===== src/rtl/core/ascii_command_line_parser_defines.svh =====
// Assertion macros shared by the command line parser modules
`ifndef ASCII_COMMAND_LINE_PARSER_DEFINES_SVH
`define ASCII_COMMAND_LINE_PARSER_DEFINES_SVH

// Check a consequent in the same cycle as its antecedent
`define ACLP_ASSERT_NOW(lbl, ante, cons, msg) \
  lbl: assert property (@(posedge clk) disable iff (rst) (ante) |-> (cons)) else $error(msg);

// Check a consequent in the cycle after its antecedent
`define ACLP_ASSERT_NEXT(lbl, ante, cons, msg) \
  lbl: assert property (@(posedge clk) disable iff (rst) (ante) |=> (cons)) else $error(msg);

`endif


===== src/rtl/core/aclp_pkg.sv =====
// Types, codes and character constants of the command line parser
package aclp_pkg;

  // Characters of interest
  localparam logic [7:0] CH_HASH  = 8'h23;
  localparam logic [7:0] CH_COLON = 8'h3A;
  localparam logic [7:0] CH_CR    = 8'h0D;
  localparam logic [7:0] CH_LF    = 8'h0A;
  localparam logic [7:0] CH_TAB   = 8'h09;
  localparam logic [7:0] CH_SPACE = 8'h20;

  // Result item kinds
  localparam logic [1:0] KIND_KEY    = 2'd0;
  localparam logic [1:0] KIND_DATA   = 2'd1;
  localparam logic [1:0] KIND_STATUS = 2'd2;

  // Line status codes
  localparam logic [2:0] STAT_OK        = 3'd0;
  localparam logic [2:0] STAT_NO_HASH   = 3'd1;
  localparam logic [2:0] STAT_EMPTY_KEY = 3'd2;
  localparam logic [2:0] STAT_NO_DATA   = 3'd3;
  localparam logic [2:0] STAT_OVERFLOW  = 3'd4;

  // Output beat layout
  localparam int OUT_W = 16;

  // Verdict on a finished line
  typedef enum logic [2:0] {
    JOB_NONE,
    JOB_OVERFLOW,
    JOB_NO_HASH,
    JOB_EMPTY_KEY,
    JOB_NO_DATA,
    JOB_EMIT
  } aclp_job_e;

  typedef struct packed {
    logic      go;
    aclp_job_e code;
  } aclp_job_t;

  // Emitter states
  typedef enum logic [1:0] {
    ST_IDLE,
    ST_READ,
    ST_PUT,
    ST_STAT
  } aclp_state_e;

  function automatic logic is_blank(input logic [7:0] c);
    return (c == CH_SPACE) || (c == CH_TAB) || (c == CH_CR) || (c == CH_LF);
  endfunction

endpackage


===== src/rtl/core/aclp_line_ram.sv =====
// Line store: one write port, one registered read port
module aclp_line_ram import aclp_pkg::*; #(
  parameter int DEPTH = 32,
  parameter int AW    = 5
) (
  input  logic          clk,
  input  logic          wr_en,
  input  logic [AW-1:0] wr_addr,
  input  logic [7:0]    wr_data,
  input  logic [AW-1:0] rd_addr,
  output logic [7:0]    rd_data
);

  logic [7:0] mem [DEPTH];

  // Write the stored character
  always_ff @(posedge clk) begin
    if (wr_en) begin
      mem[wr_addr] <= wr_data;
    end
  end

  // Registered read: the data follows the address in the next cycle
  always_ff @(posedge clk) begin
    rd_data <= mem[rd_addr];
  end

endmodule


===== src/rtl/core/aclp_line_scan.sv =====
// Line assembly: stores bytes and tracks hash, colon, key and trim marks
module aclp_line_scan import aclp_pkg::*; #(
  parameter int FRAME_BYTES = 32,
  parameter int KEY_BYTES   = 16,
  parameter int IW          = 5
) (
  input  logic          clk,
  input  logic          rst,
  input  logic          accept,
  input  logic [7:0]    rx_byte,
  input  logic          burst_end,
  output logic          wr_en,
  output logic [IW-1:0] wr_addr,
  output logic [7:0]    wr_data,
  output aclp_job_t     job,
  output logic [IW-1:0] key_last,
  output logic [IW-1:0] colon_pos,
  output logic [IW-1:0] last_nb
);

  `include "ascii_command_line_parser_defines.svh"

  localparam logic [IW-1:0] LAST_IDX = IW'(FRAME_BYTES - 1);

  logic          ovf, hash_ok, any_nb, colon_seen;
  logic [IW-1:0] len, cur_last_nb, cur_colon, cur_key;

  logic          delim, blank, store_ok, finish;
  logic          ovf_u, hash_u, any_nb_u, colon_seen_u;
  logic [IW-1:0] len_u, last_nb_u, colon_u, key_u;
  aclp_job_e     code_u;

  // Apply the byte to the line marks
  always_comb begin
    delim    = (rx_byte == CH_CR) || (rx_byte == CH_LF);
    blank    = is_blank(rx_byte);
    store_ok = !delim && !ovf && (len != LAST_IDX);
    ovf_u    = ovf || (!delim && (len == LAST_IDX));
    len_u    = store_ok ? len + IW'(1) : len;
    hash_u   = (store_ok && (len == '0)) ? (rx_byte == CH_HASH) : hash_ok;
    any_nb_u    = any_nb || (store_ok && !blank);
    last_nb_u   = (store_ok && !blank) ? len : cur_last_nb;
    colon_seen_u = colon_seen;
    colon_u      = cur_colon;
    key_u        = cur_key;
    if (store_ok && !colon_seen && (len != '0)) begin
      if (rx_byte == CH_COLON) begin
        colon_seen_u = 1'b1;
        colon_u      = len;
      end else if (!blank && (32'(len) <= 32'(KEY_BYTES - 1))) begin
        key_u = len;
      end
    end
    finish = delim || burst_end;
  end

  // Judge the line as it stands after this byte
  always_comb begin
    priority if (ovf_u) begin
      code_u = JOB_OVERFLOW;
    end else if (!any_nb_u) begin
      code_u = JOB_NONE;
    end else if (!hash_u) begin
      code_u = JOB_NO_HASH;
    end else if (key_u == '0) begin
      code_u = JOB_EMPTY_KEY;
    end else if (!colon_seen_u || (colon_u == last_nb_u)) begin
      code_u = JOB_NO_DATA;
    end else begin
      code_u = JOB_EMIT;
    end
  end

  assign wr_en   = accept && store_ok;
  assign wr_addr = len;
  assign wr_data = rx_byte;

  // Advance line state, clear it at a line end
  always_ff @(posedge clk) begin
    if (rst) begin
      len        <= '0;
      ovf        <= 1'b0;
      any_nb     <= 1'b0;
      colon_seen <= 1'b0;
      cur_key    <= '0;
      job.go     <= 1'b0;
      job.code   <= JOB_NONE;
    end else begin
      job.go <= accept && finish;
      if (accept) begin
        if (finish) begin
          len        <= '0;
          ovf        <= 1'b0;
          any_nb     <= 1'b0;
          colon_seen <= 1'b0;
          cur_key    <= '0;
          job.code   <= code_u;
        end else begin
          len        <= len_u;
          ovf        <= ovf_u;
          any_nb     <= any_nb_u;
          colon_seen <= colon_seen_u;
          cur_key    <= key_u;
        end
      end
    end
  end

  // Hold line marks and the snapshot for the emitter
  always_ff @(posedge clk) begin
    if (accept) begin
      hash_ok     <= hash_u;
      cur_last_nb <= last_nb_u;
      cur_colon   <= colon_u;
      if (finish) begin
        key_last  <= key_u;
        colon_pos <= colon_u;
        last_nb   <= last_nb_u;
      end
    end
  end

  `ACLP_ASSERT_NOW(a_ovf_full, ovf, len == LAST_IDX, "overflow mark set below a full line")
  `ACLP_ASSERT_NOW(a_colon_order, colon_seen && any_nb, cur_colon <= cur_last_nb,
                   "colon lies past last nonblank byte")
  `ACLP_ASSERT_NEXT(a_clear_on_end, accept && finish, (len == '0) && !ovf,
                    "line state not cleared at line end")

endmodule


===== src/rtl/core/aclp_emit.sv =====
// Result sequencer: walks the line store and drives the output register
module aclp_emit import aclp_pkg::*; #(
  parameter int IW = 5
) (
  input  logic             clk,
  input  logic             rst,
  input  aclp_job_t        job,
  input  logic [IW-1:0]    key_last,
  input  logic [IW-1:0]    colon_pos,
  input  logic [IW-1:0]    last_nb,
  output logic [IW-1:0]    rd_addr,
  input  logic [7:0]       rd_data,
  output logic             in_ready,
  output logic             m_tvalid,
  input  logic             m_tready,
  output logic [OUT_W-1:0] m_tdata,
  output logic             m_tlast
);

  `include "ascii_command_line_parser_defines.svh"

  aclp_state_e   state, state_next;
  logic [IW-1:0] ptr, ptr_next;
  logic          in_data, in_data_next;
  logic [2:0]    stat_code, stat_code_next;
  logic          slot_free, load, load_last, walk_done;
  logic [OUT_W-1:0] load_data;

  assign slot_free = !m_tvalid || m_tready;
  assign walk_done = in_data && (ptr == last_nb);
  assign in_ready  = (state == ST_IDLE) && !job.go;

  // Next state
  always_comb begin
    state_next = state;
    unique case (state)
      ST_IDLE: begin
        if (job.go) begin
          unique case (job.code)
            JOB_NONE: state_next = ST_IDLE;
            JOB_EMIT: state_next = ST_READ;
            default:  state_next = ST_STAT;
          endcase
        end
      end
      ST_READ: state_next = ST_PUT;
      ST_PUT: begin
        if (slot_free && walk_done) begin
          state_next = ST_STAT;
        end
      end
      ST_STAT: begin
        if (slot_free) begin
          state_next = ST_IDLE;
        end
      end
      default: state_next = ST_IDLE;
    endcase
  end

  // Outputs: pointer walk, read address and output loads
  always_comb begin
    ptr_next       = ptr;
    in_data_next   = in_data;
    stat_code_next = stat_code;
    load           = 1'b0;
    load_last      = 1'b0;
    load_data      = '0;
    unique case (state)
      ST_IDLE: begin
        ptr_next     = IW'(1);
        in_data_next = 1'b0;
        unique case (job.code)
          JOB_OVERFLOW:  stat_code_next = STAT_OVERFLOW;
          JOB_NO_HASH:   stat_code_next = STAT_NO_HASH;
          JOB_EMPTY_KEY: stat_code_next = STAT_EMPTY_KEY;
          JOB_NO_DATA:   stat_code_next = STAT_NO_DATA;
          default:       stat_code_next = STAT_OK;
        endcase
      end
      ST_READ: begin
      end
      ST_PUT: begin
        if (slot_free) begin
          load      = 1'b1;
          load_data = {(OUT_W - 13)'(0), STAT_OK, rd_data,
                       in_data ? KIND_DATA : KIND_KEY};
          if (!in_data && (ptr == key_last)) begin
            ptr_next     = colon_pos + IW'(1);
            in_data_next = 1'b1;
          end else if (!walk_done) begin
            ptr_next = ptr + IW'(1);
          end
        end
      end
      ST_STAT: begin
        if (slot_free) begin
          load      = 1'b1;
          load_last = 1'b1;
          load_data = {(OUT_W - 13)'(0), stat_code, 8'h00, KIND_STATUS};
        end
      end
      default: begin
      end
    endcase
    rd_addr = (state == ST_PUT) ? ptr_next : ptr;
  end

  // Hold sequencer state
  always_ff @(posedge clk) begin
    if (rst) begin
      state <= ST_IDLE;
    end else begin
      state <= state_next;
    end
    ptr       <= ptr_next;
    in_data   <= in_data_next;
    stat_code <= stat_code_next;
  end

  // Output register: load when free, drop valid once taken
  always_ff @(posedge clk) begin
    if (rst) begin
      m_tvalid <= 1'b0;
    end else if (load) begin
      m_tvalid <= 1'b1;
    end else if (m_tready) begin
      m_tvalid <= 1'b0;
    end
    if (load) begin
      m_tdata <= load_data;
      m_tlast <= load_last;
    end
  end

  `ACLP_ASSERT_NOW(a_job_when_idle, job.go, state == ST_IDLE, "line finished while busy")
  `ACLP_ASSERT_NOW(a_last_on_status, m_tvalid, m_tlast == (m_tdata[1:0] == KIND_STATUS),
                   "last flag does not match status beat")
  `ACLP_ASSERT_NOW(a_walk_bound, (state == ST_PUT) && in_data, ptr <= last_nb,
                   "data walk ran past line end")

endmodule


===== src/rtl/core/ascii_command_line_parser.sv =====
// Top level of the ASCII key/value command line parser
//
// Input beats carry one received byte in s_tdata; s_tlast marks the last byte
// of a reception and flushes any pending line. CR or LF also ends a line.
// A finished line starting with '#' and holding "key:data" yields its key
// bytes, its data bytes and an ok status beat; a bad line yields one error
// status beat; a blank line yields nothing. Status beats carry m_tlast.
// A stored byte does not hold the input; the block stays ready for the next byte.
// A line end passes through the registered job strobe and the idle and read states,
// then gives one result beat per cycle while the receiver takes them, set by the single
// read port of the line store (at most FRAME_BYTES-2 results). No input is taken while a line drains.
// The output register lets the sequencer run one beat ahead of m_tready;
// a stalled receiver holds the walk and the current beat stays on the port.
// Synchronous reset clears the line length, overflow mark and sequencer;
// the line store itself is not cleared.
module ascii_command_line_parser import aclp_pkg::*; #(
  parameter int FRAME_BYTES = 32,
  parameter int KEY_BYTES   = 16
) (
  input  logic             clk,
  input  logic             rst,
  input  logic             s_tvalid,
  output logic             s_tready,
  input  logic [7:0]       s_tdata,   // [7:0] rx_byte
  input  logic             s_tlast,   // burst_end
  output logic             m_tvalid,
  input  logic             m_tready,
  output logic [OUT_W-1:0] m_tdata,   // [1:0] item_kind, [9:2] char_value,
                                      // [12:10] line_status, [15:13] zero
  output logic             m_tlast    // last_of_line
);

  localparam int IW = $clog2(FRAME_BYTES);

  logic          accept;
  logic          wr_en;
  logic [IW-1:0] wr_addr, rd_addr;
  logic [7:0]    wr_data, rd_data;
  aclp_job_t     job;
  logic [IW-1:0] key_last, colon_pos, last_nb;

  assign accept = s_tvalid && s_tready;

  aclp_line_scan #(
    .FRAME_BYTES (FRAME_BYTES),
    .KEY_BYTES   (KEY_BYTES),
    .IW          (IW)
  ) u_scan (
    .clk       (clk),
    .rst       (rst),
    .accept    (accept),
    .rx_byte   (s_tdata),
    .burst_end (s_tlast),
    .wr_en     (wr_en),
    .wr_addr   (wr_addr),
    .wr_data   (wr_data),
    .job       (job),
    .key_last  (key_last),
    .colon_pos (colon_pos),
    .last_nb   (last_nb)
  );

  aclp_line_ram #(
    .DEPTH (FRAME_BYTES),
    .AW    (IW)
  ) u_ram (
    .clk     (clk),
    .wr_en   (wr_en),
    .wr_addr (wr_addr),
    .wr_data (wr_data),
    .rd_addr (rd_addr),
    .rd_data (rd_data)
  );

  aclp_emit #(
    .IW (IW)
  ) u_emit (
    .clk       (clk),
    .rst       (rst),
    .job       (job),
    .key_last  (key_last),
    .colon_pos (colon_pos),
    .last_nb   (last_nb),
    .rd_addr   (rd_addr),
    .rd_data   (rd_data),
    .in_ready  (s_tready),
    .m_tvalid  (m_tvalid),
    .m_tready  (m_tready),
    .m_tdata   (m_tdata),
    .m_tlast   (m_tlast)
  );

endmodule


===== config.mk =====
export PLATFORM = sky130hd
export DESIGN_NAME = ascii_command_line_parser
export DESIGN_NICKNAME = d
export VERILOG_FILES = /design/src/rtl/core/aclp_pkg.sv /design/src/rtl/core/aclp_line_ram.sv /design/src/rtl/core/aclp_line_scan.sv /design/src/rtl/core/aclp_emit.sv /design/src/rtl/core/ascii_command_line_parser.sv
export VERILOG_INCLUDE_DIRS = /design/src /design/src/rtl/core
export SDC_FILE = /design/constraint.sdc
export NUM_CORES = 1
export LEC_CHECK = 0
export BUFFER_PORTS_ARGS = -buffer_cell sky130_fd_sc_hd__buf_2
export CORE_MARGIN = 1.5
export CORE_UTILIZATION = 62
export CTS_BUF_LIST = sky130_fd_sc_hd__clkbuf_4 sky130_fd_sc_hd__clkbuf_8 sky130_fd_sc_hd__clkbuf_16
export DETAILED_ROUTE_END_ITERATION = 6
export PLACE_DENSITY = 0.87
export SYNTH_ARGS = -nofsm -noshare
export SYNTH_HDL_FRONTEND = slang
export SYNTH_HIERARCHICAL = 1
export SYNTH_SLANG_ARGS = --single-unit

===== constraint.sdc =====
create_clock -name clk -period 3.9 [get_ports clk]
set_clock_uncertainty 0.05 [all_clocks]
set_input_delay 0.585 -clock clk [delete_from_list [all_inputs] [get_ports clk]]
set_output_delay 0.585 -clock clk [all_outputs]
set_load 0.02 [all_outputs]

======== Word level (Yosys, flattened, before mapping) ========
Memories as Yosys holds them, arrays and structs flattened. A register that Yosys moved wholly into a read port is not among the register bits.
Index checks and enable logic that the tools add are counted.
word-level totals
  bits in registers ....................... 72
  bits in writable memories ............... 256
  logic and storage cells ................. 138
  memories kept ........................... 1
memories
  memory     words  width  read ports  clocked after memory_dff  wr ports  RTL line             RTL
  u_ram.mem  32     8      1           1                         1         aclp_line_ram.sv:14  logic [7:0] mem [DEPTH];
cells by class
  add/subtract/negate cells ............... 3
  order comparisons ....................... 1
  equal/unequal tests ..................... 24
  mux-type cells .......................... 44
  reduce and logical (&&, ||, !) cells .... 45
operators by type and width
  cell                   number
  $mux W5                13
  $pmux W16 S2           1
  $eq A8 B4 Y1 const B   3
  $eq A8 B6 Y1 const B   3
  $mux W1                16
  $add A5 B1 Y5 const B  3
  $eq A5 B5 Y1           3
  $logic_and A1 B1 Y1    15
  $mux W13               1
  $mux W3                4
  $pmux W3 S4            1
  $logic_not A5 Y1       2
  $mux W10               1
  $pmux W5 S2            1
  $logic_or A1 B1 Y1     9
  $logic_not A1 Y1       8
  $ne A2 B1 Y1 const B   4
  $pmux W2 S4            1
  $eq A3 B2 Y1 const B   2
  $eq A3 B3 Y1 const B   2
  $mux W2                3
  $reduce_and A3 Y1      2
  $reduce_bool A2 Y1     3
  $eq A5 B5 Y1 const B   1
  13 further kinds       15

======== Longest topological paths before layout ========
Gate-level depths: netlist (run 1).
  depth after elaboration ................. 15
  gate-level depth with buffers ........... 13
  gate-level depth less buffers ........... 10

======== Modules after synthesis ========
The synthesis (run 1) kept the hierarchy.
modules (own cells, without submodules)
  module                     times used  cells an instance  area an instance (um^2)
  aclp_line_ram              1           417                10053.4
  aclp_line_scan             1           205                2168.3
  aclp_emit                  1           152                1517.7
  ascii_command_line_parser  1           1                  6.3

======== Least setup slack after synthesis (run 1) ========
No wires, ideal clock.
  kind .................................... reg2reg
  from .................................... register u_emit.state[0]
  to ...................................... memory u_ram.mem[0][0], enable pin
  library setup time ...................... 0.370 ns
  arrival time ............................ 3.122 ns
  required time ........................... 3.480 ns
  setup slack ............................. 0.358 ns
  cell stages (with the launch flop) ...... 10
  clock period less this slack ............ 3.542 ns
  cell sequence ........................... dfxtp_1 inv_1 ha_1 nor2b_1 and2_1 clkbuf_1 and3_1 or3b_2 clkbuf_1 nor2_1
between the ends
  word-level cells in the longest chain between the ends .. 6
ends and longest elaborated chain
  what                           RTL line                         RTL
  start, declared                aclp_emit.sv:22                  aclp_state_e state, state_next;
  start signal, assigned         aclp_emit.sv:114                 state <= state_next;
  $logic_not A2 Y1               aclp_emit.sv:31                  assign in_ready = (state == ST_IDLE) && !job.go;
  $logic_and A1 B1 Y1            aclp_emit.sv:31
  net s_tready                   ascii_command_line_parser.sv:23  output logic s_tready,
  $logic_and A1 B1 Y1            ascii_command_line_parser.sv:42  assign accept = s_tvalid && s_tready;
  net accept                     ascii_command_line_parser.sv:35  logic accept;
  $logic_and A1 B1 Y1            aclp_line_scan.sv:74             assign wr_en = accept && store_ok;
  net wr_en                      ascii_command_line_parser.sv:36  logic wr_en;
  $mux W1                        aclp_line_ram.sv:18              if (wr_en) begin
  $mux W1 (not written as such)  aclp_line_ram.sv:19              mem[wr_addr] <= wr_data;
  end, declared                  aclp_line_ram.sv:14
The timed path passes the listed nets, and every way through them passes these cells.

======== Worst setup path in the final report (run 1) ========
  from .................................... register u_emit.ptr[3]
  to ...................................... register u_ram.rd_data[0], read port of u_ram.mem
between the ends
  word-level cells in the longest chain between the ends .. 7
  elaborated cells between the ends (all ways) .. 10
  those cells by class .................... add/sub: 1; eq/ne: 2; mux: 5; reduce/logical: 2
ends and longest elaborated chain
  what                    RTL line                         RTL
  start, declared         aclp_emit.sv:23                  logic [IW-1:0] ptr, ptr_next;
  start signal, assigned  aclp_emit.sv:116                 ptr <= ptr_next;
  $eq A5 B5 Y1            aclp_emit.sv:30                  assign walk_done = in_data && (ptr == last_nb);
  $logic_and A1 B1 Y1     aclp_emit.sv:30
  $mux W5                 aclp_emit.sv:91                  end else if (!walk_done) begin
  $mux W5 (*)             aclp_emit.sv:88                  if (!in_data && (ptr == key_last)) begin
  $mux W5 (*)             aclp_emit.sv:84                  if (slot_free) begin
  $pmux W5 S2 (*)         aclp_emit.sv:69                  unique case (state)
  $mux W5 (*)             aclp_emit.sv:106                 rd_addr = (state == ST_PUT) ? ptr_next : ptr;
  net rd_addr[2]          ascii_command_line_parser.sv:37  logic [IW-1:0] wr_addr, rd_addr;
  end, declared           aclp_line_ram.sv:11              output logic [7:0] rd_data
The timed path passes the listed nets; every way through them passes the cells marked *.
A chain may end at the register's enable or synchronous reset.

==> impl_results.rst, run 1 <==
.. list-table::
   :header-rows: 1

   * - Metric
     - Value
   * - Cell at the root of the clock tree
     - sky130_fd_sc_hd__clkbuf_16
   * - Share of final-layout standard cells stronger than drive strength 1
     - about 29%
   * - Number of remaining DRC errors
     - 0
   * - Setup_tns
     - 0 ps
   * - Number of detailed-routing iterations run before antenna repair
     - 6
   * - Largest vdd supply drop
     - 327 uV
   * - Routed wire length
     - roughly 34000 microns
   * - Drt first-iter violations
     - roughly 1000
   * - Highest Signal Layer
     - met5
   * - Detail Route met3 WL
     - 3460 microns
   * - Height of the die
     - 152 microns
   * - Met1 Wirelength
     - ~11000 microns
   * - Register containing the most flip-flops in the final layout
     - u_ram/mem
   * - Crit path required time
     - 4260 ps
   * - Gate Count Post-Synth
     - 775
   * - Final Max Slew Viols
     - 0
   * - Die area
     - about 23000 sq um
   * - Worst slew margin
     - 26.2%
   * - Number of global-route vias before repair
     - 8126
   * - Post-synthesis sequential area ratio
     - 70.3%
   * - Synth top area share
     - 65.5%
   * - Commonest cells after routing, fill and taps aside
     - sky130_fd_sc_hd__edfxtp_1, sky130_fd_sc_hd__mux4_2, sky130_fd_sc_hd__nor2_1, sky130_fd_sc_hd__buf_4, sky130_fd_sc_hd__clkbuf_16
   * - Worst min-delay path class
     - input pin to flop
   * - Post-CTS setup-driven buffer insertion count
     - 0
   * - Antenna violations before repair
     - 3
   * - Width of the chip
     - 152 microns
   * - Post-synthesis async set-or-reset flop share
     - 0%
   * - Final setup fails
     - 0
   * - Power density of the placed cells
     - 495 nW/um^2
   * - Yosys reg bits
     - 333
   * - Inserted Clock Buffers
     - 34
   * - Footprint of the multi-input gates
     - 3790 sq um
   * - Number of flip-flops under the largest register name
     - about 260
   * - Largest registers
     - u_ram/mem x256, u_emit/m_tdata x13, u_ram/rd_data x8
   * - Clock sink count
     - roughly 330
   * - Setup repair after global routing missed its margin
     - no
   * - Most common cell after layout, fill and taps aside
     - sky130_fd_sc_hd__edfxtp_1
   * - Clock transition time at the flip-flop clock pins of the worst setup and hold paths
     - 60 ps
   * - H-tree depth reported by CTS
     - 2
   * - TritonCTS clock tree
     - done
   * - Final cell utilization of the core
     - 71.6%
   * - Worst Max-Slew Pin Slew
     - 1100 ps
   * - Initial core utilization
     - between 60% and 70%
   * - Metal2 WL
     - 17000 microns
   * - Congestion Overflow GR
     - 0
   * - Sequential Area
     - 9670 sq um
   * - Number of standard cells in the layout, taps in and fillers out
     - approximately 1200
   * - First-pass GRT wire length
     - 50600 microns
   * - Max-Cap Viols
     - 0
   * - Reported leakage power
     - 5.26 nW
   * - GPL Wtd Cong
     - 0.889
   * - Std-Cell Core Area
     - 21800 sq um
   * - Biggest area contributors in the synthesized netlist
     - sky130_fd_sc_hd__edfxtp_1, sky130_fd_sc_hd__mux4_2, sky130_fd_sc_hd__dfxtp_1
   * - Number of filler cells placed in the layout
     - 1147
   * - Number of top-level pins
     - 32
   * - Largest net degree at the start of global routing
     - 38
   * - Count of synthesis-stage warnings from yosys
     - 6
   * - Kind of critical path
     - flop to flop
   * - Count of buffers inserted at the top-level ports
     - 28
   * - Hpwl dp
     - 20600 microns
   * - Result of the run
     - finished clean
   * - Cell area after synthesis
     - about 14000 sq um
   * - Total Routing Usage GR
     - 29.8%
   * - Worst setup EP type
     - flop
   * - Syn avg cell area
     - about 18 sq um
   * - Predominant post-synthesis flop cell
     - sky130_fd_sc_hd__edfxtp_1
   * - Power, Total
     - 7.71 mW
   * - Critical path startpoint category
     - flop
   * - Number of antenna-violating nets in the routed design
     - 0
   * - Net count reported at finish
     - about 870
   * - Cell count after placement
     - 1094
   * - Number of different library cells in the post-synthesis netlist
     - 62
   * - Hold violation count in the final report
     - 0
   * - CP arrival
     - 4080 ps
   * - Post-synth top area cell
     - sky130_fd_sc_hd__edfxtp_1
   * - CTS Buffer Depth
     - 3
   * - Final worst path period share
     - a little over nine tenths
   * - Std cell rows
     - 54
   * - Vias per std cell
     - slightly below 7
   * - Average detailed-routed wire length per instance
     - 29.0 microns
   * - Clk_lat worst skew
     - 530 ps
   * - Shortest period the worst path allows
     - 3720 ps
   * - EDFF count, synth
     - 300
   * - Top achievable clock speed
     - 269 MHz
   * - Critical path fanouts, max
     - 13
   * - Synth-to-Final Area Change
     - 13.4%
   * - Overall via count from detail_route
     - just under 8000
==> cell usage after synthesis (3+ instances only) <==
master                      count
sky130_fd_sc_hd__nor4b_1        3
sky130_fd_sc_hd__nand4_1       10
sky130_fd_sc_hd__mux2i_1        6
sky130_fd_sc_hd__buf_2          5
sky130_fd_sc_hd__nand3b_1      10
sky130_fd_sc_hd__o21ai_1        3
sky130_fd_sc_hd__ha_1           9
sky130_fd_sc_hd__o2111ai_1      3
sky130_fd_sc_hd__mux2_2        16
sky130_fd_sc_hd__nor4_1         6
sky130_fd_sc_hd__clkbuf_1      13
sky130_fd_sc_hd__nand2b_1       8
sky130_fd_sc_hd__a211o_1        3
sky130_fd_sc_hd__nand3_1       11
sky130_fd_sc_hd__o21ai_0       15
sky130_fd_sc_hd__buf_6          3
sky130_fd_sc_hd__a21oi_1        6
sky130_fd_sc_hd__nand2_1       32
sky130_fd_sc_hd__and2_1         7
sky130_fd_sc_hd__or4_4          4
sky130_fd_sc_hd__mux4_2        80
sky130_fd_sc_hd__buf_4         19
sky130_fd_sc_hd__and3_1        14
sky130_fd_sc_hd__inv_1         10
sky130_fd_sc_hd__xor2_1        11
sky130_fd_sc_hd__a21o_1         3
sky130_fd_sc_hd__or3b_2         4
sky130_fd_sc_hd__nor2b_1        5
sky130_fd_sc_hd__xnor2_1        8
sky130_fd_sc_hd__a22oi_1        6
sky130_fd_sc_hd__dfxtp_1       33
sky130_fd_sc_hd__edfxtp_1     300
sky130_fd_sc_hd__buf_1          6
sky130_fd_sc_hd__nor2_1        70
==> metrics by stage <==
step | hold slack [ps] | area (sq um) | setup slack (ps)
floorplan | 404 | 13800 | 358
global placement | 423 | 14500 | 327
detailed placement | 449 | 14500 | 224
CTS | 394 | 15600 | 198
global route | 421 | 15600 | 6.04
finish | 409 | 15600 | 180
==> path summary, 6_finish.rpt <==
| check | startpoint | endpoint | slack, ps | cells past startpoint |
|---|---|---|---|---|
| max | u_emit/ptr[3]$_DFF_P_ | u_ram/rd_data[0]$_DFF_P_ | 180 | 9 |
| min | rst | u_scan/cur_key[1]$_SDFFE_PP0P_ | 410 | 2 |
| max reg2reg | u_emit/ptr[3]$_DFF_P_ | u_ram/rd_data[0]$_DFF_P_ | 180 | 9 |
| min reg2reg | u_scan/colon_seen$_SDFFE_PP0P_ | u_scan/colon_seen$_SDFFE_PP0P_ | 470 | 2 |
==> where the power goes <==
group          switching [mW]  internal (mW)
clock network            1.36           1.84
logic                   0.298          0.205
registers              0.0490           3.96
==> timing repair <==
item | CTS | global route
endpoints found under the hold margin | 0 | 0
gates resized for setup | 0 | 1
endpoints found under the setup margin | 0 | 8
hold buffers | 0 | 0
==> worst max-delay path, stage by stage (launching register included) <==
cell	delay, ps
sky130_fd_sc_hd__dfxtp_1	510
sky130_fd_sc_hd__xnor2_1	160
sky130_fd_sc_hd__nand4_1	290
sky130_fd_sc_hd__o21ai_0	490
sky130_fd_sc_hd__nor4_1	150
sky130_fd_sc_hd__a311o_2	540
sky130_fd_sc_hd__buf_12	220
sky130_fd_sc_hd__mux4_2	340
sky130_fd_sc_hd__mux4_2	540
sky130_fd_sc_hd__mux2_2	300
==> area by class of cell <==
type	instances	area share, %
Antenna cell	1	0.0161
Clock buffer	43	6.20
Clock inverter	18	0.859
Inverter	10	0.241
Multi-Input combinational cell	387	24.3
Sequential cell	333	62.1
Tap cell	280	2.25
Timing Repair Buffer	84	4.08
==> logic make-up after synthesis <==
logic type	after synthesis	share of synthesized area [%]
buffers and inverters	57	2.29
XOR/XNOR	19	1.21
adder cells (fa/ha/maj)	9	0.819
AO/OA/AOI/OAI	59	3.04
AND/OR/NAND/NOR	195	7.41
other	1	0.0273
flip-flops	333	70.3
multiplexers	102	14.9
==> routing by layer <==
layer / global-route usage [%] / vias up
met5: 0 / -
met4: 15.7 / 2
met3: 5.85 / 164
met2: 49.5 / 637
met1: 37.6 / 3923
li1: - / 3224
Power figures use the tool's default switching activity.
==> inputs of run 2 (changes only) <==
- RECOVER_POWER: unset -> 50
==> run 2 against run 1 <==
Effect of this change: the flow now finishes with violations (max-capacitance violations, max-slew violations); highest routed layer unchanged; clock power is essentially flat; first-iteration DRC count shrank 0.57%; routed wire length shrank 0.15%.
==> impl_results.rst, run 2 (synthesized netlist as in run 1, its figures left out) <==
.. list-table::
   :header-rows: 1

   * - Metric
     - Value
   * - Result of the run
     - complete, but fails checks
   * - Violations in the final reports
     - max-capacitance violations, max-slew violations
   * - Count of buffers inserted at the top-level ports
     - 28 (unchanged)
   * - Crit path required time
     - 4070 ps (-190 ps)
   * - Number of antenna-violating nets in the routed design
     - 0 (unchanged)
   * - Number of global-route vias before repair
     - 8126 (unchanged)
   * - Slack of the worst reg-to-reg path
     - 160 ps (-20 ps)
   * - Height of the die
     - 152 microns (unchanged)
   * - Worst Max-Slew Pin Slew
     - 1600 ps (+496 ps)
   * - Inserted Clock Buffers
     - 34 (unchanged)
   * - CTS Buffer Depth
     - 3 (unchanged)
   * - Congestion Overflow GR
     - 0 (unchanged)
   * - Kind of critical path
     - input pin to flop
   * - Die area
     - 23100 sq um (unchanged)
   * - Hpwl dp
     - 20600 microns (unchanged)
   * - Post-route standard cell area excluding fillers
     - 15500 sq um (-0.47%)
   * - Routed wire length
     - 33500 microns (-0.15%)
   * - Part of the total power dissipated in sequential elements
     - 52.2% (+0.2 points)
   * - Instance area after placement
     - 14500 sq um (unchanged)
   * - Share of final-layout standard cells stronger than drive strength 1
     - 24.9% (-3.9 points)
   * - Average detailed-routed wire length per instance
     - 29.0 microns (-0.15%)
   * - Power density of the placed cells
     - 497 nW/um^2 (+0.33%)
   * - Number of remaining DRC errors
     - 0 (unchanged)
   * - Register containing the most flip-flops in the final layout
     - u_ram/mem
   * - Std cell rows
     - 54 (unchanged)
   * - Number of detailed-routing iterations run before antenna repair
     - 5 (-1)
   * - Width of the chip
     - 152 microns (unchanged)
   * - Synth-to-Final Area Change
     - 12.8%
   * - Worst flop-to-flop path startpoint
     - u_emit/state[0]$_SDFFE_PP0P_
   * - Top achievable clock speed
     - 267 MHz (-0.75%)
   * - Share of total power consumed by net switching
     - 22.0% (-0.045 points)
   * - Final setup fails
     - 0 (unchanged)
   * - H-tree depth reported by CTS
     - 2 (unchanged)
   * - Vias per std cell
     - 6.82 (-0.77%)
   * - Final Max Slew Viols
     - 75 (+75)
   * - Largest vdd supply drop
     - 325 uV (-0.48%)
   * - Worst Hold Endpoint
     - u_scan/cur_key[1]$_SDFFE_PP0P_
   * - Worst setup slack before clock tree synthesis
     - 224 ps (unchanged)
   * - Critical path startpoint category
     - input pin
   * - Net count reported at finish
     - 872 (unchanged)
   * - Worst min-delay path class
     - input pin to flop
   * - GPL Wtd Cong
     - 0.889 (unchanged)
   * - Worst Hold Margin
     - 411 ps (+2.25 ps)
   * - Reported leakage power
     - 5.18 nW (-1.7%)
   * - Post-CTS setup-driven buffer insertion count
     - 0 (unchanged)
   * - Clock transition time at the flip-flop clock pins of the worst setup and hold paths
     - 60 ps (about the same)
   * - Clock sink count
     - 333 (unchanged)
   * - Worst slew margin
     - -6.53% (-33 points)
   * - Largest net degree at the start of global routing
     - 38 (unchanged)
   * - Total Routing Usage GR
     - 29.8% (unchanged)
   * - Initial core utilization
     - 63.2% (unchanged)
   * - Drt first-iter violations
     - 1043 (-0.57%)
   * - Resized Gates After CTS
     - 0 (unchanged)
   * - Post-layout worst setup margin
     - 152 ps (-28.2 ps)
   * - CP arrival
     - 3910 ps (-170 ps)
   * - Source of the worst hold timing path
     - rst
   * - Endpoint of the worst register-to-register path
     - u_scan/job[2]$_SDFFE_PP0P_
   * - Shortest period the worst path allows
     - 3750 ps (+28.2 ps)
   * - Overall via count from detail_route
     - 7889 (-0.77%)
   * - Critical path fanouts, max
     - 37 (+24)
   * - Number of filler cells placed in the layout
     - 1180 (+2.9%)
   * - Number of cell instances on the worst register-to-register path
     - 9 (unchanged)
   * - First-pass GRT wire length
     - 50600 microns (unchanged)
   * - Largest registers
     - u_ram/mem x256, u_emit/m_tdata x13, u_ram/rd_data x8
   * - Std-Cell Core Area
     - 21800 sq um (unchanged)
   * - Cell at the root of the clock tree
     - sky130_fd_sc_hd__clkbuf_16
   * - Final worst path period share
     - 96.1% (+0.72 points)
   * - Hold_buf cts
     - 0 (unchanged)
   * - Commonest cells after routing, fill and taps aside
     - sky130_fd_sc_hd__edfxtp_1, sky130_fd_sc_hd__mux4_2, sky130_fd_sc_hd__nor2_1, sky130_fd_sc_hd__buf_4, sky130_fd_sc_hd__clkbuf_16
   * - Setup_tns
     - 0 ps (unchanged)
   * - Switching Power
     - 1.70 mW (-0.34%)
   * - Clk_lat worst skew
     - 520 ps (about the same)
   * - TritonCTS clock tree
     - done
   * - Max-Cap Viols
     - 2 (+2)
   * - Number of flip-flops under the largest register name
     - 256 (unchanged)
   * - Most common cell after layout, fill and taps aside
     - sky130_fd_sc_hd__edfxtp_1
   * - Number of top-level pins
     - 32 (unchanged)
   * - Setup repair after global routing missed its margin
     - no
   * - Worst setup EP type
     - flop
   * - Clock network power share
     - 41.4% (about the same)
   * - Min-Delay Path Depth
     - 2 (unchanged)
   * - Antenna violations before repair
     - 3 (unchanged)
   * - Portion of total power attributed to combinational logic
     - 6.4% (about the same)
   * - P_int
     - 6.00 mW (about the same)
   * - Hold violation count in the final report
     - 0 (unchanged)
[run 2: power by group through the flow]
stage / clock network, mW / registers [mW] / logic, mW
final: 3.19 / 4.02 / 0.492
after global routing: 3.35 / 4.02 / 0.522
after global placement: 0 / 4.08 / 0.458
after floorplan: 0 / 4.07 / 0.335
after detailed placement: 0 / 4.09 / 0.485
after CTS: 3.22 / 4.01 / 0.495
[run 2: through the flow]
step	power (mW)	instances	util, %
floorplan	4.41	777	-
global placement	4.54	1094	66.5
detailed placement	4.57	1094	66.5
CTS	7.72	1155	71.6
global route	7.89	1156	71.3
finish	7.70	1156	71.3
[run 2: routing by layer]
metal | up-vias | routed length [microns] | GRT usage [%]
met2 | 591 | 16800 | 49.5
met3 | 157 | 3240 | 5.85
met1 | 3906 | 11600 | 37.6
met5 | - | 10 | 0
li1 | 3233 | - | -
met4 | 2 | 1780 | 15.7
[run 2: critical path, stage by stage]
cell	delay, ps
sky130_fd_sc_hd__clkbuf_1	130
sky130_fd_sc_hd__clkbuf_1	1170
sky130_fd_sc_hd__nand3b_1	250
sky130_fd_sc_hd__a211o_1	310
sky130_fd_sc_hd__and3_1	360
sky130_fd_sc_hd__or3b_2	610
sky130_fd_sc_hd__nor2_1	220
sky130_fd_sc_hd__buf_4	250
[run 2: worst max path at each step]
stage | to | from | slack (ps) | cells past startpoint
after CTS | u_ram/rd_data[6]$_DFF_P_ | u_emit/ptr[3]$_DFF_P_ | 200 | 10
after global routing | u_scan/job[0]$_SDFFE_PP0P_ | u_emit/state[0]$_SDFFE_PP0P_ | 7 | 9
after detailed placement | u_ram/rd_data[6]$_DFF_P_ | u_emit/ptr[2]$_DFF_P_ | 220 | 10
final | u_ram/mem[8][3]$_DFFE_PP_ | s_tdata[1] | 150 | 8
after floorplan | u_ram/mem[0][0]$_DFFE_PP_ | u_emit/state[0]$_SDFFE_PP0P_ | 360 | 9
after global placement | u_ram/rd_data[1]$_DFF_P_ | m_tready | 330 | 11
[run 2: area by class of cell]
type | count | area (sq um) | share of cell area [%]
antenna | 1 | 2.50 | 0.0161
clock buffer | 43 | 966 | 6.23
clock inverter | 18 | 134 | 0.863
inverter | 10 | 37.5 | 0.242
multi-input combinational | 387 | 3770 | 24.3
sequential | 333 | 9670 | 62.4
tap | 280 | 350 | 2.26
timing repair buffer | 84 | 574 | 3.70
==> inputs of run 3 (changes only) <==
- CORE_MARGIN: 1.5 -> unset
==> run 3 against run 2 <==
Effect of this change: the run ends with design-rule violations, max-capacitance violations, max-slew violations left; routed wire length grew 3.1%; power shrank 0.44%; non-clock buffer count shrank 4; utilization shrank 0.29 points; clock-buffer cell count shrank 5; maximum frequency shrank 2.3%; combinational power grew 1%; sequential power is essentially flat; largest cell class unchanged; highest routed layer is now met4.
==> impl_results.rst, run 3 (synthesized netlist as in run 1, its figures left out) <==
.. list-table::
   :header-rows: 1

   * - Metric
     - Value
   * - Critical path startpoint category
     - flop
   * - Inserted Clock Buffers
     - 31 (-8.8%)
   * - Post-CTS setup-driven buffer insertion count
     - 0 (unchanged)
   * - Die area
     - 22800 sq um (-1.3%)
   * - Grt met1 use
     - 38.1% (+0.50 points)
   * - Overall via count from detail_route
     - 8083 (+2.5%)
   * - Global routing met2 resource utilization
     - 53.6% (+4.1 points)
   * - Final Max Slew Viols
     - 139 (+85%)
   * - Count of buffers inserted at the top-level ports
     - 28 (unchanged)
   * - Drt first-iter violations
     - 1113 (+6.7%)
   * - Number of standard cells in the layout, taps in and fillers out
     - 1152 (-0.35%)
   * - Shortest period the worst path allows
     - 3840 ps (+87.2 ps)
   * - Clock sink count
     - 333 (unchanged)
   * - Number of top-level pins
     - 32 (unchanged)
   * - CP arrival
     - 4240 ps (+330 ps)
   * - Hold_buf cts
     - 0 (unchanged)
   * - Antenna violations before repair
     - 4 (+1)
   * - Net count reported at finish
     - 865 (-0.80%)
   * - Worst setup EP type
     - flop
   * - Clock transition time at the flip-flop clock pins of the worst setup and hold paths
     - 70 ps (about the same)
   * - Portion of total power attributed to combinational logic
     - 6.5% (about the same)
   * - Worst slew margin
     - -14.5% (-8.0 points)
   * - Cell at the root of the clock tree
     - sky130_fd_sc_hd__clkbuf_16
   * - H-tree depth reported by CTS
     - 1 (-1)
   * - Setup repair after global routing missed its margin
     - no
   * - Height of the die
     - 151 microns (-0.66%)
   * - Cell count after placement
     - 1089 (-0.46%)
   * - Worst min-delay path class
     - input pin to flop
   * - GPL Wtd Cong
     - 0.915 (+2.8%)
   * - Number of filler cells placed in the layout
     - 1218 (+3.2%)
   * - Number of global-route vias before repair
     - 8064 (-0.76%)
   * - Result of the run
     - complete, but fails checks
   * - Worst flop-to-flop path startpoint
     - u_emit/ptr[3]$_DFF_P_
   * - Register containing the most flip-flops in the final layout
     - u_ram/mem
   * - Number of remaining DRC errors
     - 1 (+1)
   * - Clk_lat worst skew
     - 570 ps (+50 ps)
   * - Largest registers
     - u_ram/mem x256, u_emit/m_tdata x13, u_ram/rd_data x8
   * - Critical Path Max Stage Delay
     - 580 ps (-590 ps)
   * - Congestion Overflow GR
     - 0 (unchanged)
   * - Sequential Area
     - 9670 sq um (unchanged)
   * - First-pass GRT wire length
     - 50200 microns (-0.78%)
   * - Violations in the final reports
     - design-rule violations, max-capacitance violations, max-slew violations
   * - Largest vdd supply drop
     - 307 uV (-5.5%)
   * - Cells along the critical path
     - xor2_1, nor4_1, and2_1, nor4_1, buf_4, o21ai_4, clkbuf_16, mux4_2, mux4_2, mux2_2
   * - Part of the total power dissipated in sequential elements
     - 52.4% (+0.2 points)
   * - Std-Cell Core Area
     - 21800 sq um (unchanged)
   * - Reported leakage power
     - 5.13 nW (-0.79%)
   * - CTS Buffer Depth
     - 3 (unchanged)
   * - Footprint of the multi-input gates
     - 3770 sq um (about the same)
   * - P_int
     - 5.99 mW (-0.29%)
   * - Min-Delay Path Depth
     - 2 (unchanged)
   * - Number of detailed-routing iterations run before antenna repair
     - 7 (+2)
   * - GRT Max-Usage Layer
     - met2
   * - Met3 Track Usage GR
     - 5.24% (-0.61 points)
   * - Switching Power
     - 1.68 mW (-0.97%)
   * - Final worst path period share
     - 98.3% (+2.2 points)
   * - Share of total power consumed by net switching
     - 21.9% (-0.12 points)
   * - Largest net degree at the start of global routing
     - 46 (+21%)
   * - Clock network power share
     - 41.1% (-0.3 points)
   * - Total Routing Usage GR
     - 31.0% (+1.2 points)
   * - Resized Gates After CTS
     - 0 (unchanged)
   * - Kind of critical path
     - flop to flop
   * - Crit-path slowest cell
     - sky130_fd_sc_hd__mux4_2
   * - Number of antenna-violating nets in the routed design
     - 0 (unchanged)
   * - Endpoint of the worst register-to-register path
     - u_ram/rd_data[1]$_DFF_P_
   * - Std cell rows
     - 54 (unchanged)
   * - Hpwl dp
     - 20500 microns (-0.36%)
   * - Worst Max-Slew Pin Slew
     - 1720 ps (+120 ps)
   * - Routed wire length
     - 34500 microns (+3.1%)
   * - Source of the worst hold timing path
     - rst
   * - Setup_tns
     - 0 ps (unchanged)
   * - Critical path startpoint
     - u_emit/ptr[3]$_DFF_P_
   * - TritonCTS clock tree
     - done
   * - Most common cell after layout, fill and taps aside
     - sky130_fd_sc_hd__edfxtp_1
   * - Vias per std cell
     - 7.02 (+2.8%)
   * - Slack of the worst reg-to-reg path
     - 60 ps (-100 ps)
   * - End point of the critical path
     - u_ram/rd_data[1]$_DFF_P_
   * - Commonest cells after routing, fill and taps aside
     - sky130_fd_sc_hd__edfxtp_1, sky130_fd_sc_hd__mux4_2, sky130_fd_sc_hd__nor2_1, sky130_fd_sc_hd__buf_4, sky130_fd_sc_hd__dfxtp_1
   * - Max-Cap Viols
     - 6 (+4)
   * - Number of flip-flops under the largest register name
     - 256 (unchanged)
   * - Critical path fanouts, max
     - 23 (-38%)
   * - Number of cell instances on the worst register-to-register path
     - 10 (+1)
   * - Hold violation count in the final report
     - 0 (unchanged)
   * - Synth-to-Final Area Change
     - 12.4%
   * - Share of final-layout standard cells stronger than drive strength 1
     - 24.3% (-0.61 points)
   * - Final setup fails
     - 0 (unchanged)
   * - Initial core utilization
     - 63.2% (unchanged)
   * - Power density of the placed cells
     - 497 nW/um^2 (about the same)
   * - Width of the chip
     - 151 microns (-0.66%)
   * - Crit path required time
     - 4310 ps (+240 ps)
   * - Average detailed-routed wire length per instance
     - 29.9 microns (+3.4%)
   * - Top achievable clock speed
     - 261 MHz (-2.3%)
-- run 3: cell count changes in the layout (fill, tap and decap cells not counted), sizes merged --
cell / previous run / this run
clkinv: 13 / 14
clkbuf: 74 / 69
diode: 1 / 4
inv: 13 / 11
buf: 53 / 49
bufinv: 1 / 4
-- run 3: worst min-delay path by stage --
stage | endpoint
floorplan | u_scan/colon_seen$_SDFFE_PP0P_
global placement | u_scan/any_nb$_SDFFE_PP0P_
detailed placement | u_scan/any_nb$_SDFFE_PP0P_
CTS | u_ram/mem[12][3]$_DFFE_PP_
global route | u_emit/state[1]$_SDFFE_PP0P_
finish | u_emit/state[1]$_SDFFE_PP0P_
-- run 3: power groups by stage --
stage	clock, mW	sequential, mW	combinational, mW
floorplan	0	4.07	0.335
global placement	0	4.08	0.452
detailed placement	0	4.09	0.477
CTS	3.17	4.01	0.494
global route	3.30	4.02	0.523
finish	3.15	4.02	0.498
-- run 3: metrics by stage --
| stage | hold slack [ps] | instance area [sq um] | util [%] | setup WS (ps) | total power, mW |
|---|---|---|---|---|---|
| after CTS | 276 | 15500 | 71.2 | 59.4 | 7.67 |
| after floorplan | 404 | 13800 | - | 358 | 4.41 |
| after detailed placement | 444 | 14400 | 66.3 | 186 | 4.56 |
| after global placement | 422 | 14400 | 66.3 | 299 | 4.53 |
| final | 362 | 15400 | 71.0 | 64.7 | 7.67 |
| after global routing | 369 | 15400 | 71.0 | 24.3 | 7.84 |
-- run 3: cell type report --
cell class / instances / share of cell area [%]
timing repair buffer: 80 / 3.44
inverter: 10 / 0.243
clock inverter: 20 / 1.42
sequential: 333 / 62.6
clock buffer: 38 / 5.53
antenna: 4 / 0.0648
tap: 280 / 2.27
multi-input combinational: 387 / 24.4
-- run 3: worst max-delay path, delay by kind of cell, from the launching register on --
family                    cells  cell delay, ps
and+or+nand+nor               3             830
buffers and inverters         2             480
DFF                           1             490
xor gates and xnor gates      1             120
AOI/OAI and AO/OA             1             300
muxes                         3            1430
-- run 3: metal layers --
metal	routed length [microns]	vias up
li1	-	3217
met1	11500	4022
met2	17500	677
met3	3460	167
met4	2060	0
met5	0	-
